### src/rtl/obm_pkg.sv
`timescale 1ns / 1ps

package obm_pkg;

  localparam int NUM_REGS = 8;
  localparam int REG_IDX_W = 3;
  localparam int CFG_VAL_W = 10;

  localparam logic [REG_IDX_W-1:0] REG_RST_LOW   = 3'd0;
  localparam logic [REG_IDX_W-1:0] REG_PRES_WAIT = 3'd1;
  localparam logic [REG_IDX_W-1:0] REG_RST_TAIL  = 3'd2;
  localparam logic [REG_IDX_W-1:0] REG_W1_LOW    = 3'd3;
  localparam logic [REG_IDX_W-1:0] REG_WSLOT     = 3'd4;
  localparam logic [REG_IDX_W-1:0] REG_RD_LOW    = 3'd5;
  localparam logic [REG_IDX_W-1:0] REG_RD_SAMPLE = 3'd6;
  localparam logic [REG_IDX_W-1:0] REG_RD_TAIL   = 3'd7;

  localparam logic [1:0] REQ_RESET = 2'd0;
  localparam logic [1:0] REQ_WRITE = 2'd1;
  localparam logic [1:0] REQ_READ  = 2'd2;

  typedef enum logic [3:0] {
    PH_IDLE     = 4'd0,
    PH_RST_LOW  = 4'd1,
    PH_RST_WAIT = 4'd2,
    PH_RST_TAIL = 4'd3,
    PH_W_LOW    = 4'd4,
    PH_W_HIGH   = 4'd5,
    PH_W_REC    = 4'd6,
    PH_R_LOW    = 4'd7,
    PH_R_WAIT   = 4'd8,
    PH_R_TAIL   = 4'd9
  } phase_t;

  typedef struct packed {
    logic       drive_low;
    logic       busy_res;
    logic       done_res;
    logic       presence;
    logic [7:0] read_data;
    logic       rejected;
  } result_t;

  function automatic logic [CFG_VAL_W-1:0] reg_reset_val(input logic [REG_IDX_W-1:0] idx);
    logic [CFG_VAL_W-1:0] v;
    case (idx)
      REG_RST_LOW:   v = 10'd480;
      REG_PRES_WAIT: v = 10'd80;
      REG_RST_TAIL:  v = 10'd400;
      REG_W1_LOW:    v = 10'd1;
      REG_WSLOT:     v = 10'd60;
      REG_RD_LOW:    v = 10'd2;
      REG_RD_SAMPLE: v = 10'd10;
      REG_RD_TAIL:   v = 10'd50;
      default:       v = 10'd1;
    endcase
    return v;
  endfunction

endpackage

### src/rtl/one_wire_bus_master_top.sv
`timescale 1ns / 1ps
// the result word is registered and offered in the cycle after its input word is accepted
// throughput: one word per cycle unless out_ready stalls the output; the output register frees as the result is taken
// bus timing counts tick strobes carried in the input words, not clock cycles
// reset: synchronous active-low rst_n; bus idle, presence and read byte cleared,
// timing registers back to their defaults

module one_wire_bus_master_top
  import obm_pkg::*;
#(
  parameter int TIME_WIDTH = 10
) (
  input  logic        clk,
  input  logic        rst_n,
  input  logic        psel,
  input  logic        penable,
  input  logic        pwrite,
  input  logic [4:0]  paddr,
  input  logic [31:0] pwdata,
  output logic [31:0] prdata,
  output logic        pready,
  input  logic        in_valid,
  output logic        in_ready,
  input  logic        in_tick,
  input  logic        in_line_level,
  input  logic        in_cmd_valid,
  input  logic [1:0]  in_req_type,
  input  logic [7:0]  in_write_data,
  output logic        out_valid,
  input  logic        out_ready,
  output logic        out_drive_low,
  output logic        out_busy_res,
  output logic        out_done_res,
  output logic        out_presence,
  output logic [7:0]  out_read_data,
  output logic        out_rejected
);

  logic [NUM_REGS-1:0][TIME_WIDTH-1:0] timing;
  result_t                             result;

  assign pready = 1'b1;

  obm_regs #(
    .TIME_WIDTH (TIME_WIDTH)
  ) u_regs (
    .clk      (clk),
    .rst_n    (rst_n),
    .psel     (psel),
    .penable  (penable),
    .pwrite   (pwrite),
    .paddr    (paddr),
    .pwdata   (pwdata),
    .prdata   (prdata),
    .timing_o (timing)
  );

  obm_core #(
    .TIME_WIDTH (TIME_WIDTH)
  ) u_core (
    .clk           (clk),
    .rst_n         (rst_n),
    .timing_i      (timing),
    .in_valid      (in_valid),
    .in_ready      (in_ready),
    .in_tick       (in_tick),
    .in_line_level (in_line_level),
    .in_cmd_valid  (in_cmd_valid),
    .in_req_type   (in_req_type),
    .in_write_data (in_write_data),
    .out_valid     (out_valid),
    .out_ready     (out_ready),
    .result_o      (result)
  );

  assign out_drive_low = result.drive_low;
  assign out_busy_res  = result.busy_res;
  assign out_done_res  = result.done_res;
  assign out_presence  = result.presence;
  assign out_read_data = result.read_data;
  assign out_rejected  = result.rejected;

endmodule

### src/rtl/obm_regs.sv
`timescale 1ns / 1ps

module obm_regs
  import obm_pkg::*;
#(
  parameter int TIME_WIDTH = 10
) (
  input  logic                                 clk,
  input  logic                                 rst_n,
  input  logic                                 psel,
  input  logic                                 penable,
  input  logic                                 pwrite,
  input  logic [4:0]                           paddr,
  input  logic [31:0]                          pwdata,
  output logic [31:0]                          prdata,
  output logic [NUM_REGS-1:0][TIME_WIDTH-1:0]  timing_o
);

  logic [NUM_REGS-1:0][TIME_WIDTH-1:0] timing_r;
  logic [NUM_REGS-1:0][TIME_WIDTH-1:0] timing_nxt;
  logic [REG_IDX_W-1:0]                idx;

  assign idx = paddr[4:2];

  always_comb begin
    timing_nxt = timing_r;
    if (psel && penable && pwrite) begin
      timing_nxt[idx] = TIME_WIDTH'(pwdata[CFG_VAL_W-1:0]);
    end
  end

  always_ff @(posedge clk) begin
    if (!rst_n) begin
      for (int i = 0; i < NUM_REGS; i++) begin
        timing_r[i] <= TIME_WIDTH'(reg_reset_val(REG_IDX_W'(i)));
      end
    end else begin
      timing_r <= timing_nxt;
    end
  end

  assign prdata   = 32'(timing_r[idx]);
  assign timing_o = timing_r;

endmodule

### src/rtl/obm_core.sv
`timescale 1ns / 1ps

module obm_core
  import obm_pkg::*;
#(
  parameter int TIME_WIDTH = 10
) (
  input  logic                                 clk,
  input  logic                                 rst_n,
  input  logic [NUM_REGS-1:0][TIME_WIDTH-1:0]  timing_i,
  input  logic                                 in_valid,
  output logic                                 in_ready,
  input  logic                                 in_tick,
  input  logic                                 in_line_level,
  input  logic                                 in_cmd_valid,
  input  logic [1:0]                           in_req_type,
  input  logic [7:0]                           in_write_data,
  output logic                                 out_valid,
  input  logic                                 out_ready,
  output result_t                              result_o
);

  phase_t                phase_r, phase_nxt;
  logic [TIME_WIDTH-1:0] tick_count_r, tick_count_nxt;
  logic [2:0]            bit_index_r, bit_index_nxt;
  logic [7:0]            shift_r, shift_nxt;
  logic                  presence_r, presence_nxt;
  logic [7:0]            last_read_r, last_read_nxt;
  logic                  done_nxt, rej_nxt;
  logic                  out_valid_r, out_valid_nxt;
  result_t               result_r, result_nxt;

  logic                  in_fire;
  logic [TIME_WIDTH-1:0] len_raw, len;
  logic [TIME_WIDTH:0]   tc_inc;
  logic                  phase_last;

  assign in_ready = !out_valid_r || out_ready;
  assign in_fire  = in_valid && in_ready;

  // current phase length
  always_comb begin
    case (phase_r)
      PH_RST_LOW:  len_raw = timing_i[REG_RST_LOW];
      PH_RST_WAIT: len_raw = timing_i[REG_PRES_WAIT];
      PH_RST_TAIL: len_raw = timing_i[REG_RST_TAIL];
      PH_W_LOW:    len_raw = shift_r[0] ? timing_i[REG_W1_LOW] : timing_i[REG_WSLOT];
      PH_W_HIGH:   len_raw = timing_i[REG_WSLOT];
      PH_R_LOW:    len_raw = timing_i[REG_RD_LOW];
      PH_R_WAIT:   len_raw = timing_i[REG_RD_SAMPLE];
      PH_R_TAIL:   len_raw = timing_i[REG_RD_TAIL];
      default:     len_raw = TIME_WIDTH'(1);
    endcase
    len        = (len_raw == '0) ? TIME_WIDTH'(1) : len_raw;
    tc_inc     = {1'b0, tick_count_r} + (TIME_WIDTH+1)'(1);
    phase_last = (tc_inc >= {1'b0, len});
  end

  // next state
  always_comb begin
    phase_nxt      = phase_r;
    tick_count_nxt = tick_count_r;
    bit_index_nxt  = bit_index_r;
    shift_nxt      = shift_r;
    presence_nxt   = presence_r;
    last_read_nxt  = last_read_r;
    done_nxt       = 1'b0;
    rej_nxt        = 1'b0;
    if (in_fire) begin
      if (phase_r == PH_IDLE) begin
        if (in_cmd_valid) begin
          case (in_req_type)
            REQ_RESET: begin
              bit_index_nxt  = '0;
              tick_count_nxt = '0;
              phase_nxt      = PH_RST_LOW;
            end
            REQ_WRITE: begin
              bit_index_nxt  = '0;
              tick_count_nxt = '0;
              shift_nxt      = in_write_data;
              phase_nxt      = PH_W_LOW;
            end
            REQ_READ: begin
              bit_index_nxt  = '0;
              tick_count_nxt = '0;
              shift_nxt      = '0;
              phase_nxt      = PH_R_LOW;
            end
            default: ;
          endcase
        end
      end else begin
        rej_nxt = in_cmd_valid;
        if (in_tick) begin
          if (phase_last) begin
            tick_count_nxt = '0;
            case (phase_r)
              PH_RST_LOW:  phase_nxt = PH_RST_WAIT;
              PH_RST_WAIT: begin
                presence_nxt = !in_line_level;
                phase_nxt    = PH_RST_TAIL;
              end
              PH_RST_TAIL: begin
                phase_nxt = PH_IDLE;
                done_nxt  = 1'b1;
              end
              PH_W_LOW:    phase_nxt = shift_r[0] ? PH_W_HIGH : PH_W_REC;
              PH_W_HIGH, PH_W_REC: begin
                shift_nxt = {1'b0, shift_r[7:1]};
                if (bit_index_r == 3'd7) begin
                  bit_index_nxt = '0;
                  phase_nxt     = PH_IDLE;
                  done_nxt      = 1'b1;
                end else begin
                  bit_index_nxt = bit_index_r + 3'd1;
                  phase_nxt     = PH_W_LOW;
                end
              end
              PH_R_LOW:    phase_nxt = PH_R_WAIT;
              PH_R_WAIT: begin
                shift_nxt = {in_line_level, shift_r[7:1]};
                phase_nxt = PH_R_TAIL;
              end
              PH_R_TAIL: begin
                if (bit_index_r == 3'd7) begin
                  bit_index_nxt = '0;
                  last_read_nxt = shift_r;
                  phase_nxt     = PH_IDLE;
                  done_nxt      = 1'b1;
                end else begin
                  bit_index_nxt = bit_index_r + 3'd1;
                  phase_nxt     = PH_R_LOW;
                end
              end
              default:     phase_nxt = PH_IDLE;
            endcase
          end else begin
            tick_count_nxt = tc_inc[TIME_WIDTH-1:0];
          end
        end
      end
    end
  end

  // result word
  always_comb begin
    result_nxt.drive_low = (phase_nxt inside {PH_RST_LOW, PH_W_LOW, PH_R_LOW});
    result_nxt.busy_res  = (phase_nxt != PH_IDLE);
    result_nxt.done_res  = done_nxt;
    result_nxt.presence  = presence_nxt;
    result_nxt.read_data = last_read_nxt;
    result_nxt.rejected  = rej_nxt;
    out_valid_nxt        = in_fire || (out_valid_r && !out_ready);
  end

  always_ff @(posedge clk) begin
    if (!rst_n) begin
      phase_r      <= PH_IDLE;
      tick_count_r <= '0;
      bit_index_r  <= '0;
      shift_r      <= '0;
      presence_r   <= 1'b0;
      last_read_r  <= '0;
      out_valid_r  <= 1'b0;
    end else begin
      phase_r      <= phase_nxt;
      tick_count_r <= tick_count_nxt;
      bit_index_r  <= bit_index_nxt;
      shift_r      <= shift_nxt;
      presence_r   <= presence_nxt;
      last_read_r  <= last_read_nxt;
      out_valid_r  <= out_valid_nxt;
    end
  end

  always_ff @(posedge clk) begin
    if (in_fire) begin
      result_r <= result_nxt;
    end
  end

  assign out_valid = out_valid_r;
  assign result_o  = result_r;

endmodule

### config.mk
export PLATFORM = sky130hd
export DESIGN_NAME = one_wire_bus_master_top
export DESIGN_NICKNAME = d
export VERILOG_FILES = /design/src/rtl/obm_pkg.sv /design/src/rtl/one_wire_bus_master_top.sv /design/src/rtl/obm_regs.sv /design/src/rtl/obm_core.sv
export SDC_FILE = /design/constraint.sdc
export NUM_CORES = 1
export LEC_CHECK = 0
export BUFFER_PORTS_ARGS = -buffer_cell sky130_fd_sc_hd__buf_2
export CORE_AREA = 2 2 147 178
export CTS_CLUSTER_SIZE = 14
export DETAILED_ROUTE_END_ITERATION = 6
export DIE_AREA = 0 0 149 180
export GPL_TIMING_DRIVEN = 0
export SYNTH_ARGS = -nofsm -noshare
export SYNTH_HDL_FRONTEND = slang
export SYNTH_HIERARCHICAL = 1
export SYNTH_SLANG_ARGS = --single-unit
### constraint.sdc
create_clock -name clk -period 5.2 [get_ports clk]
set_input_delay 0.52 -clock clk [delete_from_list [all_inputs] [get_ports clk]]
set_output_delay 0.52 -clock clk [all_outputs]
set_load 0.02 [all_outputs]
== Word-level counts from Yosys, hierarchy flattened ==
Cells that the tools add are included.

* Word-level logic and storage cells: 121
* Input bits: 57
* Register bits: 128
* Output and inout port bits: 48

* Bitwise logic cells: 2
* $lt $le $gt $ge: 3
* Mux-type cells: 49
* Add/sub/neg operators: 2
* Reductions and logical operators: 26
* Equal/unequal tests: 18

{| class="wikitable"
|+ Operators by type and width
! cell !! count
|-
| two-way mux 10 bit || 9
|-
| bitwise mux 80 bit || 1
|-
| two-way mux 8 bit || 10
|-
| case mux 10 bit (8 select lines) || 1
|-
| case mux 8 bit (2 select lines) || 2
|-
| binary-select mux 10 bit (select 3 bit) || 1
|-
| demux 10 bit (select 3 bit) || 1
|-
| case mux 4 bit (7 select lines) || 1
|-
| two-way mux 3 bit || 9
|-
| == test 4 x 3 -> 1 bit (second input constant) || 6
|-
| two-way mux 4 bit || 5
|-
| case mux 4 bit (3 select lines) || 1
|-
| AND reduction 6 bit || 2
|-
| adder 10 x 1 -> 11 bit (second input constant) || 1
|-
| greater-or-equal comparator 11 x 10 -> 1 bit || 1
|-
| zero test 10 bit || 1
|-
| OR reduction 3 bit || 3
|-
| == test 4 x 1 -> 1 bit (second input constant) || 2
|-
| == test 4 x 2 -> 1 bit (second input constant) || 2
|-
| == test 4 bit (second input constant) || 2
|-
| two-way mux 1 bit || 6
|-
| nonzero test 2 bit || 3
|-
| nonzero test 3 bit || 2
|-
| logical AND 1 bit || 5
|-
| 18 further kinds || 23
|}

== Depth between registers and ports, before layout ==
* Depth in word-level cells: 11
* Depth in mapped cells: 19
* Gate-level depth less buffers: 15

== Cells and area by module ==
Netlist, hierarchy kept.

{| class="wikitable"
|+ Modules (own cells, without submodules)
! module !! times used !! area each (µm²) !! cells an instance !! sequential area each (µm²)
|-
| obm_regs || 1 || 3832.4 || 369 || 1601.5
|-
| obm_core || 1 || 3554.7 || 404 || 1091.0
|-
| one_wire_bus_master_top || 1 || 11.3 || 2 || 0.0
|}

== Worst setup path after synthesis ==
OpenSTA, ideal clock, no wires.

* Path kind: reg2reg
* Start point: reg u_core.phase_r[1]
* End point: reg u_core.result_r (netlist bit u_core/result_o[11]) (data pin)
* Data arrival time: 3804 ps
* Period minus slack after synthesis: 4076 ps
* Setup slack: 1124 ps
* Setup time: 272 ps
* Path buffers: 3
* Stages on the path, launching flop included: 17
* Cells stage by stage: dfxtp_1 > clkbuf_1 > buf_2 > buf_1 > mux2_2 > a222oi_1 > o211a_1 > nand4_1 > o21ai_1 > ha_1 > nor2b_1 > o21ai_0 > a41oi_1 > o2bb2ai_1 > a31oi_1 > and2_1 > or4b_1

{| class="wikitable"
|+ RTL lines
! what !! line !! text
|-
| from (decl) || obm_core.sv:23 || <nowiki>phase_t phase_r, phase_nxt;</nowiki>
|-
| from (signal assigned) || obm_core.sv:167 || <nowiki>phase_r <= phase_nxt;</nowiki>
|-
| to (signal assigned) || obm_core.sv:179 || <nowiki>result_r <= result_nxt;</nowiki>
|-
| to (decl) || obm_core.sv:31 || <nowiki>result_t result_r, result_nxt;</nowiki>
|}

==> impl_results.md <==
* Die area at 26800 um^2
* R2R Path End: u_core/result_o[11]$_DFFE_PP_
* GRT Total Usage at 0.172
* Core area at 25100 um^2
* Slew Limit Fails at 0
* Worst vdd ir at 0.210 mV
* Leakage power at roughly 0.0036 uW
* Worst skew pair latency at 0.42 ns
* Port Buffers at 56
* Cell mode on critical path: and2_1
* Synth cell types at 84
* Synth Instances at slightly below 800
* Slowest cell on crit path: a2111o_1
* Cell chain of the critical path: clkbuf_1 > nand2b_1 > nor2_1 > a2111o_1 > a221oi_2 > and2_1 > nand4_1 > o21ai_1 > ha_1 > nor2b_1 > o21ai_0 > a41oi_1 > o2bb2ai_1 > a31oi_1 > and2_1 > or4b_1
* HPWL Detailed at 16.4 mm
* Initial antenna violation count at 0
* Final hold slack at 0.354 ns
* Worst setup path end: u_core/result_o[11]$_DFFE_PP_
* Max cap viols at 0
* Commonest non-fill, non-tap cell in the layout: dfxtp_1
* GPL Wtd Cong at 0.928
* Max stage delay on crit path at about 0.47 ns
* Worst reg2reg path depth at 16
* Int Pwr at 2040 uW
* Routed length per instance at around 19 um
* Async S/R FF share, synth at 0
* Period utilisation layout at 0.956
* CTS tree: done
* Crit path DAT at about 5.1 ns
* Post-synthesis sequential area ratio at 0.364
* # IOs at between 100 and 150
* Critical path launch point: u_core/phase_r[3]$_SDFF_PN0_
* DR iter-0 viols at 701
* Sw Ratio at 0.282
* R2r setup slk at 0.23 ns
* Site Rows at 64
* Yosys reg bits at 128
* Min-Delay Path Class: primary input to flop
* Slew HR at 0.472
* Vias per inst at 5.28
* CTS buffer count at 17
* DR pass1 iterations at 5
* Crit path max fanout at 10
* Layout Nets at 946
* Routed Antenna Nets at 0
* Commonest non-fill, non-tap cells in the layout: dfxtp_1 (115), nand2_1 (104), mux2i_1 (69)
* Fmax at 201 MHz
* Post-cts hold buffer count at 0
* Sequential share of power at 0.367
* Min Tclk post-route at 4.97 ns
* Clk pwr share at 0.455
* EDFF count, synth at 13
* Antenna Cells at 0
* Worst-path clk slew at 0.06 ns
* Via count at 6411
* Setup-failing EPs final at 0
* Starting density of the core at 0.294
* Root Driver: clkbuf_16
* Total congestion overflow at 0
* DIE WIDTH at 149 um
* H-tree levels at 4
* Vias in the first global route at 5969
* Reg-to-Reg Start: u_core/phase_r[3]$_SDFF_PN0_
* Crit end category: flop
* CP Data Required Time at 5.36 ns
* Util after Layout at 0.351
* Worst-Margin Slew at 0.789 ns
* Synthesized area at 7400 um^2
* Global-route wire length before repair at around 35 mm
* Post-route DRC at 0
* Ratio of cells with drive above 1 in the final layout at 0.238
* Total Routed Length at 22.8 mm
* Clk_skew at 0.0103 ns
* Area Overhead vs Synth at 19.4%
* Combinational share of power at 0.179
* Net Switching at 802 uW
* Bufs on Longest Clock Path at 2
* Status: finished, final reports clean
* # clock sinks at 128
* Final hold vios at 0
* Power Density at 322 nW/um^2
* CP Class: flop to flop
* Syn Area/Cell at 9.55 um^2
* Startpoint Class: flop
* Die Ht at 180 um
* Setup TNS at 0 ns
* Top_reg_cell synth: dfxtp_1
* Synth Warn # at 6
* Largest net degree at the start of global routing at 21
## power by group through the flow
stage	Sequential, uW	Combinational (uW)	Clock (uW)
6_report	1040	507	1290
3_5_place_dp	1060	498	0
4_1_cts	1040	500	1310
3_3_place_gp	1060	495	0
5_1_grt	1040	545	1370
2_1_floorplan	1070	349	0
## Yosys cell counts (3+ instances only)
master | count | share of area
dfxtp_1 | 115 | 0.31
nand2_1 | 104 | 0.053
mux2i_1 | 69 | 0.093
nor2_1 | 44 | 0.022
a21oi_1 | 30 | 0.020
buf_4 | 27 | 0.027
clkbuf_1 | 25 | 0.013
nand3_1 | 25 | 0.017
mux2_2 | 23 | 0.035
o21ai_0 | 20 | 0.014
inv_1 | 19 | 0.0096
ha_1 | 18 | 0.030
mux4_2 | 18 | 0.055
and2_1 | 16 | 0.014
edfxtp_1 | 13 | 0.053
o211ai_1 | 13 | 0.013
buf_2 | 12 | 0.0081
nand2b_1 | 12 | 0.010
a22oi_1 | 11 | 0.011
a211oi_1 | 9 | 0.0091
nor3b_1 | 9 | 0.0091
nor3_1 | 8 | 0.0054
xor2_1 | 8 | 0.0095
nor2b_1 | 6 | 0.0051
buf_1 | 5 | 0.0025
nor2_4 | 5 | 0.0076
xnor2_1 | 5 | 0.0059
a221oi_1 | 4 | 0.0047
a222oi_1 | 4 | 0.0054
a31oi_1 | 4 | 0.0034
and3_1 | 4 | 0.0034
buf_6 | 4 | 0.0061
nand4_1 | 4 | 0.0034
o311ai_0 | 4 | 0.0047
a211oi_2 | 3 | 0.0051
a22o_1 | 3 | 0.0036
a41o_1 | 3 | 0.0041
a41oi_1 | 3 | 0.0036
nor3_4 | 3 | 0.0066
nor4_1 | 3 | 0.0025
o211a_1 | 3 | 0.0041
or3_1 | 3 | 0.0025
## worst min-delay path by stage
stage,start,end,slack [ns],depth (start not counted)
after floorplan,u_regs/timing_o[32]$_SDFFE_PN0P_,u_regs/timing_o[32]$_SDFFE_PN0P_,0.44,2
after global placement,u_regs/timing_o[20]$_SDFFE_PN0P_,u_regs/timing_o[20]$_SDFFE_PN0P_,0.46,2
after detailed placement,u_regs/timing_o[53]$_SDFFE_PN0P_,u_regs/timing_o[53]$_SDFFE_PN0P_,0.46,2
after CTS,in_valid,u_core/out_valid$_SDFF_PN0_,0.33,3
after global routing,in_valid,u_core/out_valid$_SDFF_PN0_,0.36,3
final,in_valid,u_core/out_valid$_SDFF_PN0_,0.35,3
## worst max-delay path: cells and delay by family (launching register included)
family	cells	cell delay (ns)
AO/OA/AOI/OAI	7	2.12
AND/OR/NAND/NOR	7	1.73
adder cells (fa/ha/maj)	1	0.24
flip-flops	1	0.30
buffers and inverters	1	0.32
## cell families after synthesis
logic type,Yosys count,synth area share
mux,112,0.187
flops,128,0.364
xor+xnor,13,0.0154
other cells,2,0.00102
fa+ha+maj,19,0.0318
compound gates,138,0.142
buf+inv,95,0.0695
simple gates,268,0.189
## through the flow
step	instances	setup slack, ns	total power [uW]	cell area (um^2)
after floorplan	796	1.12	1420	7480
after global placement	1182	-0.0772	1560	8170
final	1214	0.227	2840	8830
after detailed placement	1182	-0.0421	1560	8170
after global routing	1214	-0.00374	2950	8830
after CTS	1214	0.0903	2850	8810
## timing repair
action | CTS | global route
endpoints found under the setup margin | 1 | 21
setup buffers | 0 | 0
gates resized for setup | 1 | 9
## area by class of cell
cell class / instances / area (um^2)
inverters: 21 / 78.8
multi-input cells: 573 / 4280
clock inverters: 10 / 145
flip-flops and latches: 128 / 2690
fillers: 2593 / 16300
plain buffers: 74 / 442
clock buffers: 22 / 497
well taps: 330 / 413
repair buffers: 56 / 280
## per-layer routing
metal	wire length (um)	share of wire	track usage	vias to the layer above
met5	0	0	0	-
met2	10700	0.47	0.273	313
li1	-	-	-	2978
met4	670	0.029	0.0579	0
met3	1790	0.078	0.0378	61
met1	9640	0.42	0.230	3059
## flip-flops by register name, indices dropped and copies added, names as in the netlist
name,cells
u_core/result_o,13
u_core/shift_r,8
u_core/out_valid,1
u_core/phase_r,4
u_core/bit_index_r,3
u_core/tick_count_r,10
u_core/presence_r,1
u_regs/timing_o,80
u_core/last_read_r,8
(Power assumes the default switching activity.)
